--- src/hw/rtl/ucsd_pkg.sv ---
// Shared types and constants for the UTF-8 / CESU-8 stream decoder.
// Used by ucsd_rsp_fifo and utf8_cesu_stream_decoder; no dependencies.
`default_nettype none

package ucsd_pkg;

   localparam logic [7:0]  LeadTwo    = 8'hC0;
   localparam logic [7:0]  LeadThree  = 8'hE0;
   localparam logic [7:0]  LeadFour   = 8'hF0;
   localparam logic [7:0]  LeadFive   = 8'hF8;
   localparam logic [7:0]  LeadSix    = 8'hFC;
   localparam logic [7:0]  RawHigh    = 8'hFE;
   localparam logic [7:0]  PairLead   = 8'hED;
   localparam logic [30:0] SurBase    = 31'h0000_D800;
   localparam logic [30:0] SurLowBase = 31'h0000_DC00;
   localparam logic [10:0] PlaneAdd   = 11'h040;

   localparam logic [1:0] PhaseLead = 2'd0;
   localparam logic [1:0] PhaseMid  = 2'd1;
   localparam logic [1:0] PhaseLast = 2'd2;

   localparam int RspDepth = 4;
   localparam int RspPtrW  = $clog2(RspDepth);
   localparam int RspCntW  = $clog2(RspDepth + 1);

   typedef struct packed {
      logic [7:0] in_byte;
      logic       end_of_text;
   } req_type;

   typedef struct packed {
      logic [30:0] code_point;
      logic        run_last;
   } rsp_type;

   typedef struct packed {
      logic [1:0] count;
      rsp_type    item0;
      rsp_type    item1;
   } push_type;

   typedef struct packed {
      logic       emit;
      logic       load;
      logic [2:0] more;
      logic [4:0] accum;
   } fresh_type;

endpackage

`default_nettype wire

--- src/hw/rtl/ucsd_rsp_fifo.sv ---
// Result queue: takes up to two result transactions per cycle, delivers one while rsp_stall is low.
// Depends on ucsd_pkg for the result and push types and the depth.
`default_nettype none

module ucsd_rsp_fifo (
   input  wire               clock,
   input  wire               reset,
   input  ucsd_pkg::push_type push,
   output logic              space_ok,
   output logic              rsp_valid,
   input  wire               rsp_stall,
   output ucsd_pkg::rsp_type rsp_data
);
   import ucsd_pkg::*;

   rsp_type mem [RspDepth];

   logic [RspPtrW-1:0] wr_ptr_ff, wr_ptr_in;
   logic [RspPtrW-1:0] rd_ptr_ff, rd_ptr_in;
   logic [RspCntW-1:0] cnt_ff, cnt_in;
   logic [RspPtrW-1:0] wr_next;
   logic               pop;

   assign wr_next   = wr_ptr_ff + RspPtrW'(1);
   assign rsp_valid = (cnt_ff != '0);
   assign rsp_data  = mem[rd_ptr_ff];
   assign space_ok  = (cnt_ff <= RspCntW'(RspDepth - 2));
   assign pop       = rsp_valid && !rsp_stall;

   always_comb begin
      wr_ptr_in = wr_ptr_ff + RspPtrW'(push.count);
      rd_ptr_in = pop ? rd_ptr_ff + RspPtrW'(1) : rd_ptr_ff;
      cnt_in    = cnt_ff + RspCntW'(push.count) - RspCntW'(pop);
   end

   always_ff @(posedge clock) begin
      if (reset) begin
         wr_ptr_ff <= '0;
         rd_ptr_ff <= '0;
         cnt_ff    <= '0;
      end else begin
         wr_ptr_ff <= wr_ptr_in;
         rd_ptr_ff <= rd_ptr_in;
         cnt_ff    <= cnt_in;
      end
   end

   always_ff @(posedge clock) begin
      if (push.count != 2'd0) begin
         mem[wr_ptr_ff] <= push.item0;
      end
      if (push.count == 2'd2) begin
         mem[wr_next] <= push.item1;
      end
   end

   a_cnt_bound: assert property (@(posedge clock) disable iff (reset)
      cnt_ff <= RspCntW'(RspDepth))
      else $error("result queue count out of range");

   a_no_overflow: assert property (@(posedge clock) disable iff (reset)
      (push.count != 2'd0) |-> space_ok)
      else $error("push into result queue without room");

endmodule

`default_nettype wire

--- src/hw/rtl/utf8_cesu_stream_decoder.sv ---
// Top level of the UTF-8 stream decoder with CESU-8 surrogate pair merging.
// Depends on ucsd_pkg and ucsd_rsp_fifo.
//
// Usage:
//   req_ channel carries one text byte per transaction, with end_of_text set
//   on the final byte of a text. rsp_ channel carries one code point per
//   transaction; run_last marks the last result caused by a given byte.
//   Each byte gives zero, one or two results.
//   A result is registered in the result queue before it is offered on rsp_.
//   Throughput: one byte per cycle while each byte gives at most one result
//   and the receiver keeps up; the decode step is one level of logic between
//   the sequence state registers and a four-entry result queue. A byte that
//   gives two results is delivered as two transactions at the rsp_ port.
//   req_stall rises when the queue has room for fewer than two results, so
//   a stalled receiver backs the stream up after three or four results.
//   Reset (synchronous) clears the sequence state and empties the queue;
//   end_of_text returns all decode state to its reset values.
`default_nettype none

module utf8_cesu_stream_decoder (
   input  wire               clock,
   input  wire               reset,
   input  wire               req_valid,
   output logic              req_stall,
   input  ucsd_pkg::req_type req_data,
   output logic              rsp_valid,
   input  wire               rsp_stall,
   output ucsd_pkg::rsp_type rsp_data
);
   import ucsd_pkg::*;

   logic [7:0]  lead_ff, lead_in;
   logic [30:0] accum_ff, accum_in;
   logic [2:0]  left_ff, left_in;
   logic        sur_wait_ff, sur_wait_in;
   logic [9:0]  sur_bits_ff, sur_bits_in;
   logic [1:0]  phase_ff, phase_in;
   logic [7:0]  mid_ff, mid_in;

   logic        accept;
   logic        space_ok;
   logic [7:0]  b;
   logic        eot;
   logic [1:0]  n;
   logic [30:0] cp0, cp1;
   logic [30:0] sur;
   logic [30:0] merged;
   logic [30:0] acc_next;
   logic [2:0]  left_dec;
   fresh_type   fr;
   push_type    push;

   function automatic fresh_type fresh_decode(input logic [7:0] x, input logic last);
      fresh_type f;
      f = '0;
      if (x < LeadTwo || x >= RawHigh) begin
         f.emit = 1'b1;
      end else if (last) begin
         f.emit = 1'b1;
      end else begin
         f.load = 1'b1;
         priority if (x < LeadThree) begin
            f.more  = 3'd1;
            f.accum = x[4:0];
         end else if (x < LeadFour) begin
            f.more  = 3'd2;
            f.accum = {1'b0, x[3:0]};
         end else if (x < LeadFive) begin
            f.more  = 3'd3;
            f.accum = {2'b0, x[2:0]};
         end else if (x < LeadSix) begin
            f.more  = 3'd4;
            f.accum = {3'b0, x[1:0]};
         end else begin
            f.more  = 3'd5;
            f.accum = {4'b0, x[0]};
         end
      end
      return f;
   endfunction

   assign accept    = req_valid && !req_stall;
   assign req_stall = !space_ok;
   assign b         = req_data.in_byte;
   assign eot       = req_data.end_of_text;
   assign fr        = fresh_decode(b, eot);
   assign sur       = SurBase | {21'b0, sur_bits_ff};
   assign merged    = {10'b0, 11'(sur_bits_ff) + PlaneAdd, mid_ff[3:0], b[5:0]};
   assign acc_next  = {accum_ff[24:0], b[5:0]};
   assign left_dec  = left_ff - 3'd1;

   always_comb begin
      lead_in     = lead_ff;
      accum_in    = accum_ff;
      left_in     = left_ff;
      sur_wait_in = sur_wait_ff;
      sur_bits_in = sur_bits_ff;
      phase_in    = phase_ff;
      mid_in      = mid_ff;
      n           = 2'd0;
      cp0         = '0;
      cp1         = '0;
      if (accept) begin
         if (sur_wait_ff) begin
            if (phase_ff == PhaseLead) begin
               if (b == PairLead) begin
                  if (eot) begin
                     n   = 2'd2;
                     cp0 = sur;
                     cp1 = {23'b0, PairLead};
                  end else begin
                     phase_in = PhaseMid;
                  end
               end else begin
                  n           = 2'd1;
                  cp0         = sur;
                  sur_wait_in = 1'b0;
                  sur_bits_in = '0;
                  phase_in    = PhaseLead;
                  mid_in      = '0;
                  if (fr.emit) begin
                     n   = 2'd2;
                     cp1 = {23'b0, b};
                  end
                  if (fr.load) begin
                     lead_in  = b;
                     accum_in = {26'b0, fr.accum};
                     left_in  = fr.more;
                  end
               end
            end else if (phase_ff == PhaseMid) begin
               if (eot) begin
                  n   = 2'd2;
                  cp0 = sur;
                  cp1 = {23'b0, PairLead};
               end else begin
                  mid_in   = b;
                  phase_in = PhaseLast;
               end
            end else begin
               n           = 2'd1;
               cp0         = merged;
               sur_wait_in = 1'b0;
               sur_bits_in = '0;
               phase_in    = PhaseLead;
               mid_in      = '0;
            end
         end else if (left_ff != 3'd0) begin
            accum_in = acc_next;
            left_in  = left_dec;
            if (left_dec != 3'd0) begin
               if (eot) begin
                  n        = 2'd1;
                  cp0      = {23'b0, lead_ff};
                  lead_in  = '0;
                  accum_in = '0;
                  left_in  = '0;
               end
            end else begin
               if (!eot && lead_ff >= LeadThree && lead_ff < LeadFour &&
                   acc_next >= SurBase && acc_next < SurLowBase) begin
                  sur_wait_in = 1'b1;
                  sur_bits_in = acc_next[9:0];
                  phase_in    = PhaseLead;
                  mid_in      = '0;
               end else begin
                  n   = 2'd1;
                  cp0 = acc_next;
               end
               lead_in  = '0;
               accum_in = '0;
               left_in  = '0;
            end
         end else begin
            if (fr.emit) begin
               n   = 2'd1;
               cp0 = {23'b0, b};
            end
            if (fr.load) begin
               lead_in  = b;
               accum_in = {26'b0, fr.accum};
               left_in  = fr.more;
            end
         end
         if (eot) begin
            lead_in     = '0;
            accum_in    = '0;
            left_in     = '0;
            sur_wait_in = 1'b0;
            sur_bits_in = '0;
            phase_in    = PhaseLead;
            mid_in      = '0;
         end
      end
   end

   always_comb begin
      push.count            = n;
      push.item0.code_point = cp0;
      push.item0.run_last   = (n == 2'd1);
      push.item1.code_point = cp1;
      push.item1.run_last   = 1'b1;
   end

   always_ff @(posedge clock) begin
      if (reset) begin
         lead_ff     <= '0;
         accum_ff    <= '0;
         left_ff     <= '0;
         sur_wait_ff <= 1'b0;
         sur_bits_ff <= '0;
         phase_ff    <= PhaseLead;
         mid_ff      <= '0;
      end else begin
         lead_ff     <= lead_in;
         accum_ff    <= accum_in;
         left_ff     <= left_in;
         sur_wait_ff <= sur_wait_in;
         sur_bits_ff <= sur_bits_in;
         phase_ff    <= phase_in;
         mid_ff      <= mid_in;
      end
   end

   ucsd_rsp_fifo u_rsp_fifo (
      .clock     (clock),
      .reset     (reset),
      .push      (push),
      .space_ok  (space_ok),
      .rsp_valid (rsp_valid),
      .rsp_stall (rsp_stall),
      .rsp_data  (rsp_data)
   );

   a_end_clears: assert property (@(posedge clock) disable iff (reset)
      (accept && eot) |=> (left_ff == 3'd0 && !sur_wait_ff && phase_ff == PhaseLead))
      else $error("decode state not cleared after end of text");

   a_exclusive: assert property (@(posedge clock) disable iff (reset)
      !(sur_wait_ff && left_ff != 3'd0))
      else $error("surrogate held while a sequence is open");

   a_run_last: assert property (@(posedge clock) disable iff (reset)
      (push.count == 2'd2) |-> (!push.item0.run_last && push.item1.run_last))
      else $error("run_last misplaced on a two-result transaction");

endmodule

`default_nettype wire
--- config.mk ---
export PLATFORM = sky130hd
export DESIGN_NAME = utf8_cesu_stream_decoder
export DESIGN_NICKNAME = d
export VERILOG_FILES = /design/src/hw/rtl/ucsd_pkg.sv /design/src/hw/rtl/ucsd_rsp_fifo.sv /design/src/hw/rtl/utf8_cesu_stream_decoder.sv
export SDC_FILE = /design/constraint.sdc
export NUM_CORES = 1
export LEC_CHECK = 0
export ABC_CLOCK_PERIOD_IN_PS = 7330
export BUFFER_PORTS_ARGS = -buffer_cell sky130_fd_sc_hd__buf_2
export CORE_ASPECT_RATIO = 0.5
export CORE_MARGIN = 1.5
export CORE_UTILIZATION = 36
export CTS_CLUSTER_SIZE = 40
export DETAILED_ROUTE_END_ITERATION = 7
export PLACE_DENSITY = 0.62
export SLEW_MARGIN = 20
export SYNTH_ARGS = -nofsm -noshare
export SYNTH_HDL_FRONTEND = slang
export SYNTH_SLANG_ARGS = --single-unit
--- constraint.sdc ---
create_clock -name clock -period 7.33 [get_ports clock]
set_clock_uncertainty 0.1 [all_clocks]
set_input_delay 0.733 -clock clock [delete_from_list [all_inputs] [get_ports clock]]
set_output_delay 0.733 -clock clock [all_outputs]
set_load 0.05 [all_outputs]
==> flow_summary.ini, run 1 <==
[critical_path]
r2r_start = left_ff[0]
end_kind = flip-flop
arrival_ns = 3.61
crit_type = flip-flop to flip-flop
cp-start-kind = flip-flop
r2r_cells = 8
r2r_end = u_rsp_fifo.mem[3][4]
cp_max_fo = 24
worstPathRequired_ns = 7.34
regToRegSetupSlack_ns = 3.72

[timing]
slew_headroom_pct = 28.30
setup_viol_count_final = 0
holdWs_ns = 0.3519
hold_viol_final = 0
fmax_ghz = 0.2774
fin_crit_ns = 3.605
slew_viol_final = 0
setup_tns_ns = 0
min_period_over_period_pct = 49.18
rsz0062_at_grt = false
worstMarginPinSlew_ns = 1.076

[placement]
port-buffer-count = 46
gp_routability_congestion = 0.9334
dp.final_hpwl_mm = 18.26
dp.cells = 1196

[synthesis]
synthSimpleGateAreaFrac_pct = 13.48
synth_fp_nets = 881
synth_edf_count = 32
syn_area_um2 = 8885
yosysWarnings = 0
syn_area_per_cell_um2 = 10.32
synthAdderAreaFrac_pct = 1.070
synthTopCellsByCount = 158 x dfxtp_1, 106 x nand2_1, 50 x nor2_1
synth_top_family_by_area = compound AO/OA/AOI/OAI gates
synth.most_common_cell = dfxtp_1
ys_seq_area_share_pct = 46.42
synth_mux_area_share_pct = 13.69
synth-xor-area-share_pct = 0.7886
ys.flop_type = dfxtp_1
ys_ff_latch = 190
yosysUniqueCellTypes = 75
synth_compound_area_share_pct = 20.49
synth_top_cell_area_share_pct = 35.60
ys_async_sr_fraction_pct = 0
synth_area_leaders = dfxtp_1 36%, edfxtp_1 11%, mux4_2 8.1%, mux2i_1 5.1%, a22o_1 4.6%
synth_cells = 861
synth_area_leader_cell = dfxtp_1

[run_status]
status = completed

[detailed_routing]
drc_errors = 0
maxUsedRoutingLayer = met4
wl_met1_mm = 12.09
wl_per_cell_um = 21.09
wl_met2_mm = 11.98
drtIter0Drc = 804
antenna_left = 0
drtPass1Iterations = 6
routed_via_density = 5.874
vias = 7213
route.met3.wl_mm = 1.520
drt_wl_total_mm = 25.90

[floorplanning]
rows = 40
io-pin-count = 47
die_x_um = 225.2
start_util_pct = 36.83
dieArea_um2 = 25690
die_height_um = 114.1
coreArea_um2 = 24120

[global_route]
grt.total_usage_pct = 20.72
antenna_found_initial = 0
grt.overflow.total = 0
grt_max_degree = 33
grt_pass1_wl_mm = 40.67
grt_pass1_vias = 6911

[power_and_ir_drop]
cellPowerDensity_nw_per_um2 = 293.9
finalPower_w = 0.002933
leakage_nw = 3.640
irDropWorstVdd_mv = 0.1639

[clock_network]
cts_tree = built
cts-resized-gates = 0
cts.sinks = 190
cts_hold_buf = 0
clock_path_buffers = 2
post_cts_buffers = 0
numCtsBuffers = 17
cts_max_level = 4
clock_latency_ns = 0.45
clk_pin_slew_ns = 0.07
root_buffer = clkbuf_16

[hold_path]
hold_path.class = flip-flop to flip-flop
whs_endpoint = mid_ff[1]
whs_path_depth = 2
min_from = mid_ff[1]

[cells_and_area]
final_nets = 899
fin_cells = 1228
fin_util_pct = 41.37
drive_above_1_share_pct = 16.26
area.growth.synth_to_final_pct = 12.32
diodes = 0

[run]
max_cap_violations = 0
flip-flops by register name, summed over array words and instances, names as in the netlist, named ones only:
name and cells:
sur_bits_ff 10, mid_ff 4, accum_ff 25, phase_ff 2, u_rsp_fifo.mem 128, sur_wait_ff 1, lead_ff 8, u_rsp_fifo.cnt_ff 3
u_rsp_fifo.wr_ptr_ff 2, left_ff 3, u_rsp_fifo.rd_ptr_ff 2
metal layers:
metal / vias to the layer above / track usage (%)
li1: 3297 / -
met1: 3614 / 29.22
met2: 270 / 33.21
met3: 32 / 3.490
met4: 0 / 5.101
met5: - / 0
through the flow:
step                      instance area, um2  worst slack [ns]
after global routing                    9980             3.482
after detailed placement                9356             3.480
after global placement                  9355             3.540
after CTS                               9976             3.728
after floorplan                         8885             4.194
final                                   9980             3.725
placed cells by master (no fill, tap or decap), types with 28 or more instances in the layout:
| cell type | instances |
|---|---|
| dfxtp_1 | 157 |
| nand2_1 | 106 |
| nor2_1 | 50 |
| a22o_1 | 47 |
| buf_2 | 46 |
| mux2i_1 | 45 |
| mux4_2 | 32 |
| edfxtp_1 | 32 |
| a21oi_1 | 28 |
| o2bb2ai_1 | 28 |
report_power, final:
part           switching [W]  internal (W)
Sequential         0.0000538       0.00114
Combinational       0.000524      0.000254
Clock               0.000482      0.000477
Total                0.00106       0.00187
cell families after synthesis:
kind of cell	count (synthesis)
AO/OA/AOI/OAI	240
XOR/XNOR	8
adder cells (fa/ha/maj)	7
buffers and inverters	83
flip-flops	190
multiplexers	81
AND/OR/NAND/NOR	252
final cells by class:
type / instances / area [um2]
clock inverters: 14 / 180.2
flip-flops and latches: 190 / 4125
repair buffers: 58 / 320.3
multi-input cells: 588 / 4404
fillers: 2374 / 14140
well taps: 336 / 420.4
clock buffers: 18 / 439.2
inverters: 24 / 90.09
how the worst max path moves through the flow:
stage	startpoint	end	slack, ns
global route	left_ff[0]	u_rsp_fifo.mem[1][3]	3.48
CTS	left_ff[0]	u_rsp_fifo.mem[1][3]	3.73
floorplan	req_data[1]	u_rsp_fifo.cnt_ff[2]	4.19
global placement	req_data[0]	u_rsp_fifo.mem[1][3]	3.54
detailed placement	req_data[0]	u_rsp_fifo.mem[1][3]	3.48
finish	left_ff[0]	u_rsp_fifo.mem[3][4]	3.72
worst max-delay path, cell delays in order (launching register included):
cell and delay [ns]:
dfxtp_1 0.39, inv_1 0.08, ha_1 0.27, nor3_1 0.48, o21ai_1 0.20, or3_4 0.39, and4_4 0.24, a31oi_4 0.69
inv_1 0.41
Power figures use the tool's default switching activity.
==> run 2, diff against run 1 <==
--- a/config.mk
+++ b/config.mk
@@ -5,14 +5,14 @@
 export SDC_FILE = /design/constraint.sdc
 export NUM_CORES = 1
 export LEC_CHECK = 0
-export ABC_CLOCK_PERIOD_IN_PS = 7330
+export ABC_CLOCK_PERIOD_IN_PS = 3100
 export BUFFER_PORTS_ARGS = -buffer_cell sky130_fd_sc_hd__buf_2
 export CORE_ASPECT_RATIO = 0.5
 export CORE_MARGIN = 1.5
 export CORE_UTILIZATION = 36
 export CTS_CLUSTER_SIZE = 40
 export DETAILED_ROUTE_END_ITERATION = 7
-export PLACE_DENSITY = 0.62
+export PLACE_DENSITY = 0.64
 export SLEW_MARGIN = 20
 export SYNTH_ARGS = -nofsm -noshare
 export SYNTH_HDL_FRONTEND = slang
==> constraint.sdc (replaced) <==
create_clock -name clock -period 3.1 [get_ports clock]
set_clock_uncertainty 0.1 [all_clocks]
set_input_delay 0.31 -clock clock [delete_from_list [all_inputs] [get_ports clock]]
set_output_delay 0.31 -clock clock [all_outputs]
set_load 0.05 [all_outputs]
==> run 2 against run 1 <==
  * Hold slack got worse by 0.26 ns
  * Combinational power grew to 2.5 times the previous value
  * Global-route usage increased by 0.36 points
  * Critical path depth rose by 1
  * Critical endpoint is now u_rsp_fifo.mem[2][17]
  * Largest cell class unchanged
==> flow_summary.ini, run 2 (same netlist as run 1, synthesis figures left out) <==
[critical_path]
cp_slowest_stage_delay_ns = 0.38
end_kind = flip-flop
crit_type = flip-flop to flip-flop
r2r_cells = 9
r2r_start = left_ff[0]
cpMaxStageDelayCell = dfxtp_1
r2r_end = u_rsp_fifo.mem[2][17]
worstPathRequired_ns = 3.33
cp-startpoint = left_ff[0]
cp_max_fo = 23
worstPathCellList = inv_1 > ha_1 > nor3_1 > o21ai_1 > or3_4 > and4_4 > a31oi_4 > buf_12 > mux2_1
arrival_ns = 3.08
cp-start-kind = flip-flop
regToRegSetupSlack_ns = 0.25

[cells_and_area]
largest_registers = u_rsp_fifo.mem: 128 flops, accum_ff: 25 flops, sur_bits_ff: 10 flops
regMostFlops = u_rsp_fifo.mem
drive_above_1_share_pct = 19.57
largest_reg_flops = 128
layout_common_cells = 157 x dfxtp_1, 106 x nand2_1, 50 x nor2_1, 47 x a22o_1, 47 x buf_4
final_nets = 938
area.growth.synth_to_final_pct = 15.74
diodes = 0
mostFrequentLayoutCell = dfxtp_1

[timing]
fin_crit_ns = 2.849
rsz0062_at_grt = false
worstMarginPinSlew_ns = 0.9150
min_period_over_period_pct = 91.91
slew_headroom_pct = 39.00
hold_viol_final = 0
setup_viol_count_final = 0
setup_tns_ns = 0
slew_viol_final = 0
holdWs_ns = 0.09374
fmax_ghz = 0.3510

[global_route]
grt_pass1_wl_mm = 41.08
grt.total_usage_pct = 21.08
antenna_found_initial = 0
grt_pass1_vias = 6999
use_met3_pct = 3.823
met1_usage_pct = 29.76
grt_max_degree = 33
grt_busiest_layer = met2
grt_util_met2_pct = 32.39
grt.overflow.total = 0

[hold_path]
min_from = req_data[5]
whs_path_depth = 3
whs_endpoint = lead_ff[4]
hold_path.class = primary input to flip-flop

[clock_network]
clock_path_buffers = 2
cts_tree = built
clk_pin_slew_ns = 0.07
clock_latency_ns = 0.44
post_cts_buffers = 0
root_buffer = clkbuf_16
cts.sinks = 190
cts_max_level = 4
cts_hold_buf = 0
numCtsBuffers = 17
cts-resized-gates = 0

[power_and_ir_drop]
p_int_w = 0.004532
leakage_nw = 3.825
p_comb_share_pct = 28.2
seq_power_share_pct = 40.7
power.share.switching_pct = 35.18
switching_power_w = 0.002460
cellPowerDensity_nw_per_um2 = 679.9
clkPwrFrac_pct = 31.2
irDropWorstVdd_mv = 0.3891

[floorplanning]
die_x_um = 225.2
io-pin-count = 47
dieArea_um2 = 25690
start_util_pct = 36.83
die_height_um = 114.1
coreArea_um2 = 24120
rows = 40

[detailed_routing]
antenna_left = 0
routed_via_density = 5.760
drt_wl_total_mm = 26.34
drtPass1Iterations = 6
drtIter0Drc = 840
vias = 7292
wl_per_cell_um = 20.81
drc_errors = 0

[run_status]
status = completed

[placement]
dp.final_hpwl_mm = 18.64
port-buffer-count = 46
gp_routability_congestion = 0.9121

[run]
max_cap_violations = 0
## run 2: changes by cell type in the layout (fill, tap and decap cells not counted), sizes merged
cell      before  now
inv           32   28
clkinvlp       0    2
buf           58   97
clkbuf        18   19
## run 2: power groups by stage
stage	Sequential (W)	Clock (W)	Combinational, W
floorplan	0.00281	0	0.00147
global placement	0.00289	0	0.00196
detailed placement	0.00290	0	0.00197
CTS	0.00284	0.00221	0.00197
global route	0.00287	0.00230	0.00209
finish	0.00284	0.00218	0.00197
## run 2: worst max-delay path: cells and delay by family (launching register included)
kind | cells | cell delay, ns
adder cells (fa/ha/maj) | 1 | 0.26
buffers and inverters | 2 | 0.32
AO/OA/AOI/OAI | 2 | 0.42
flip-flops | 1 | 0.38
multiplexers | 1 | 0.33
AND/OR/NAND/NOR | 3 | 0.90
## run 2: worst max-delay path by stage
stage,to,cells past startpoint
detailed placement,u_rsp_fifo.mem[2][17],8
floorplan,u_rsp_fifo.mem[2][1],10
finish,u_rsp_fifo.mem[2][17],9
CTS,u_rsp_fifo.mem[2][17],9
global route,u_rsp_fifo.cnt_ff[2],11
global placement,u_rsp_fifo.mem[2][17],9
## run 2: routing by layer
metal,wire (um),share of wire [%]
met1,11990,46
met2,11700,44
met3,2038,7.7
met4,608,2.3
met5,0,0
## run 2: stage by stage
step | util [%] | instances | cell area (um2) | power [W] | worst slack [ns]
detailed placement | 40.20 | 1235 | 9698 | 0.004866 | 0.2817
global placement | 40.20 | 1235 | 9698 | 0.004847 | 0.3025
CTS | 42.63 | 1266 | 10280 | 0.007020 | 0.2441
finish | 42.63 | 1266 | 10280 | 0.006992 | 0.2507
floorplan | - | 861 | 8885 | 0.004280 | 0.3409
global route | 42.63 | 1266 | 10280 | 0.007259 | 0.04903
## run 2: final cells by class
| cell class | count | area, um2 |
|---|---|---|
| well taps | 336 | 420.4 |
| repair buffers | 97 | 663.1 |
| clock inverters | 12 | 121.4 |
| inverters | 24 | 90.09 |
| multi-input cells | 588 | 4399 |
| clock buffers | 19 | 464.2 |
| flip-flops and latches | 190 | 4125 |
| fillers | 2343 | 13840 |
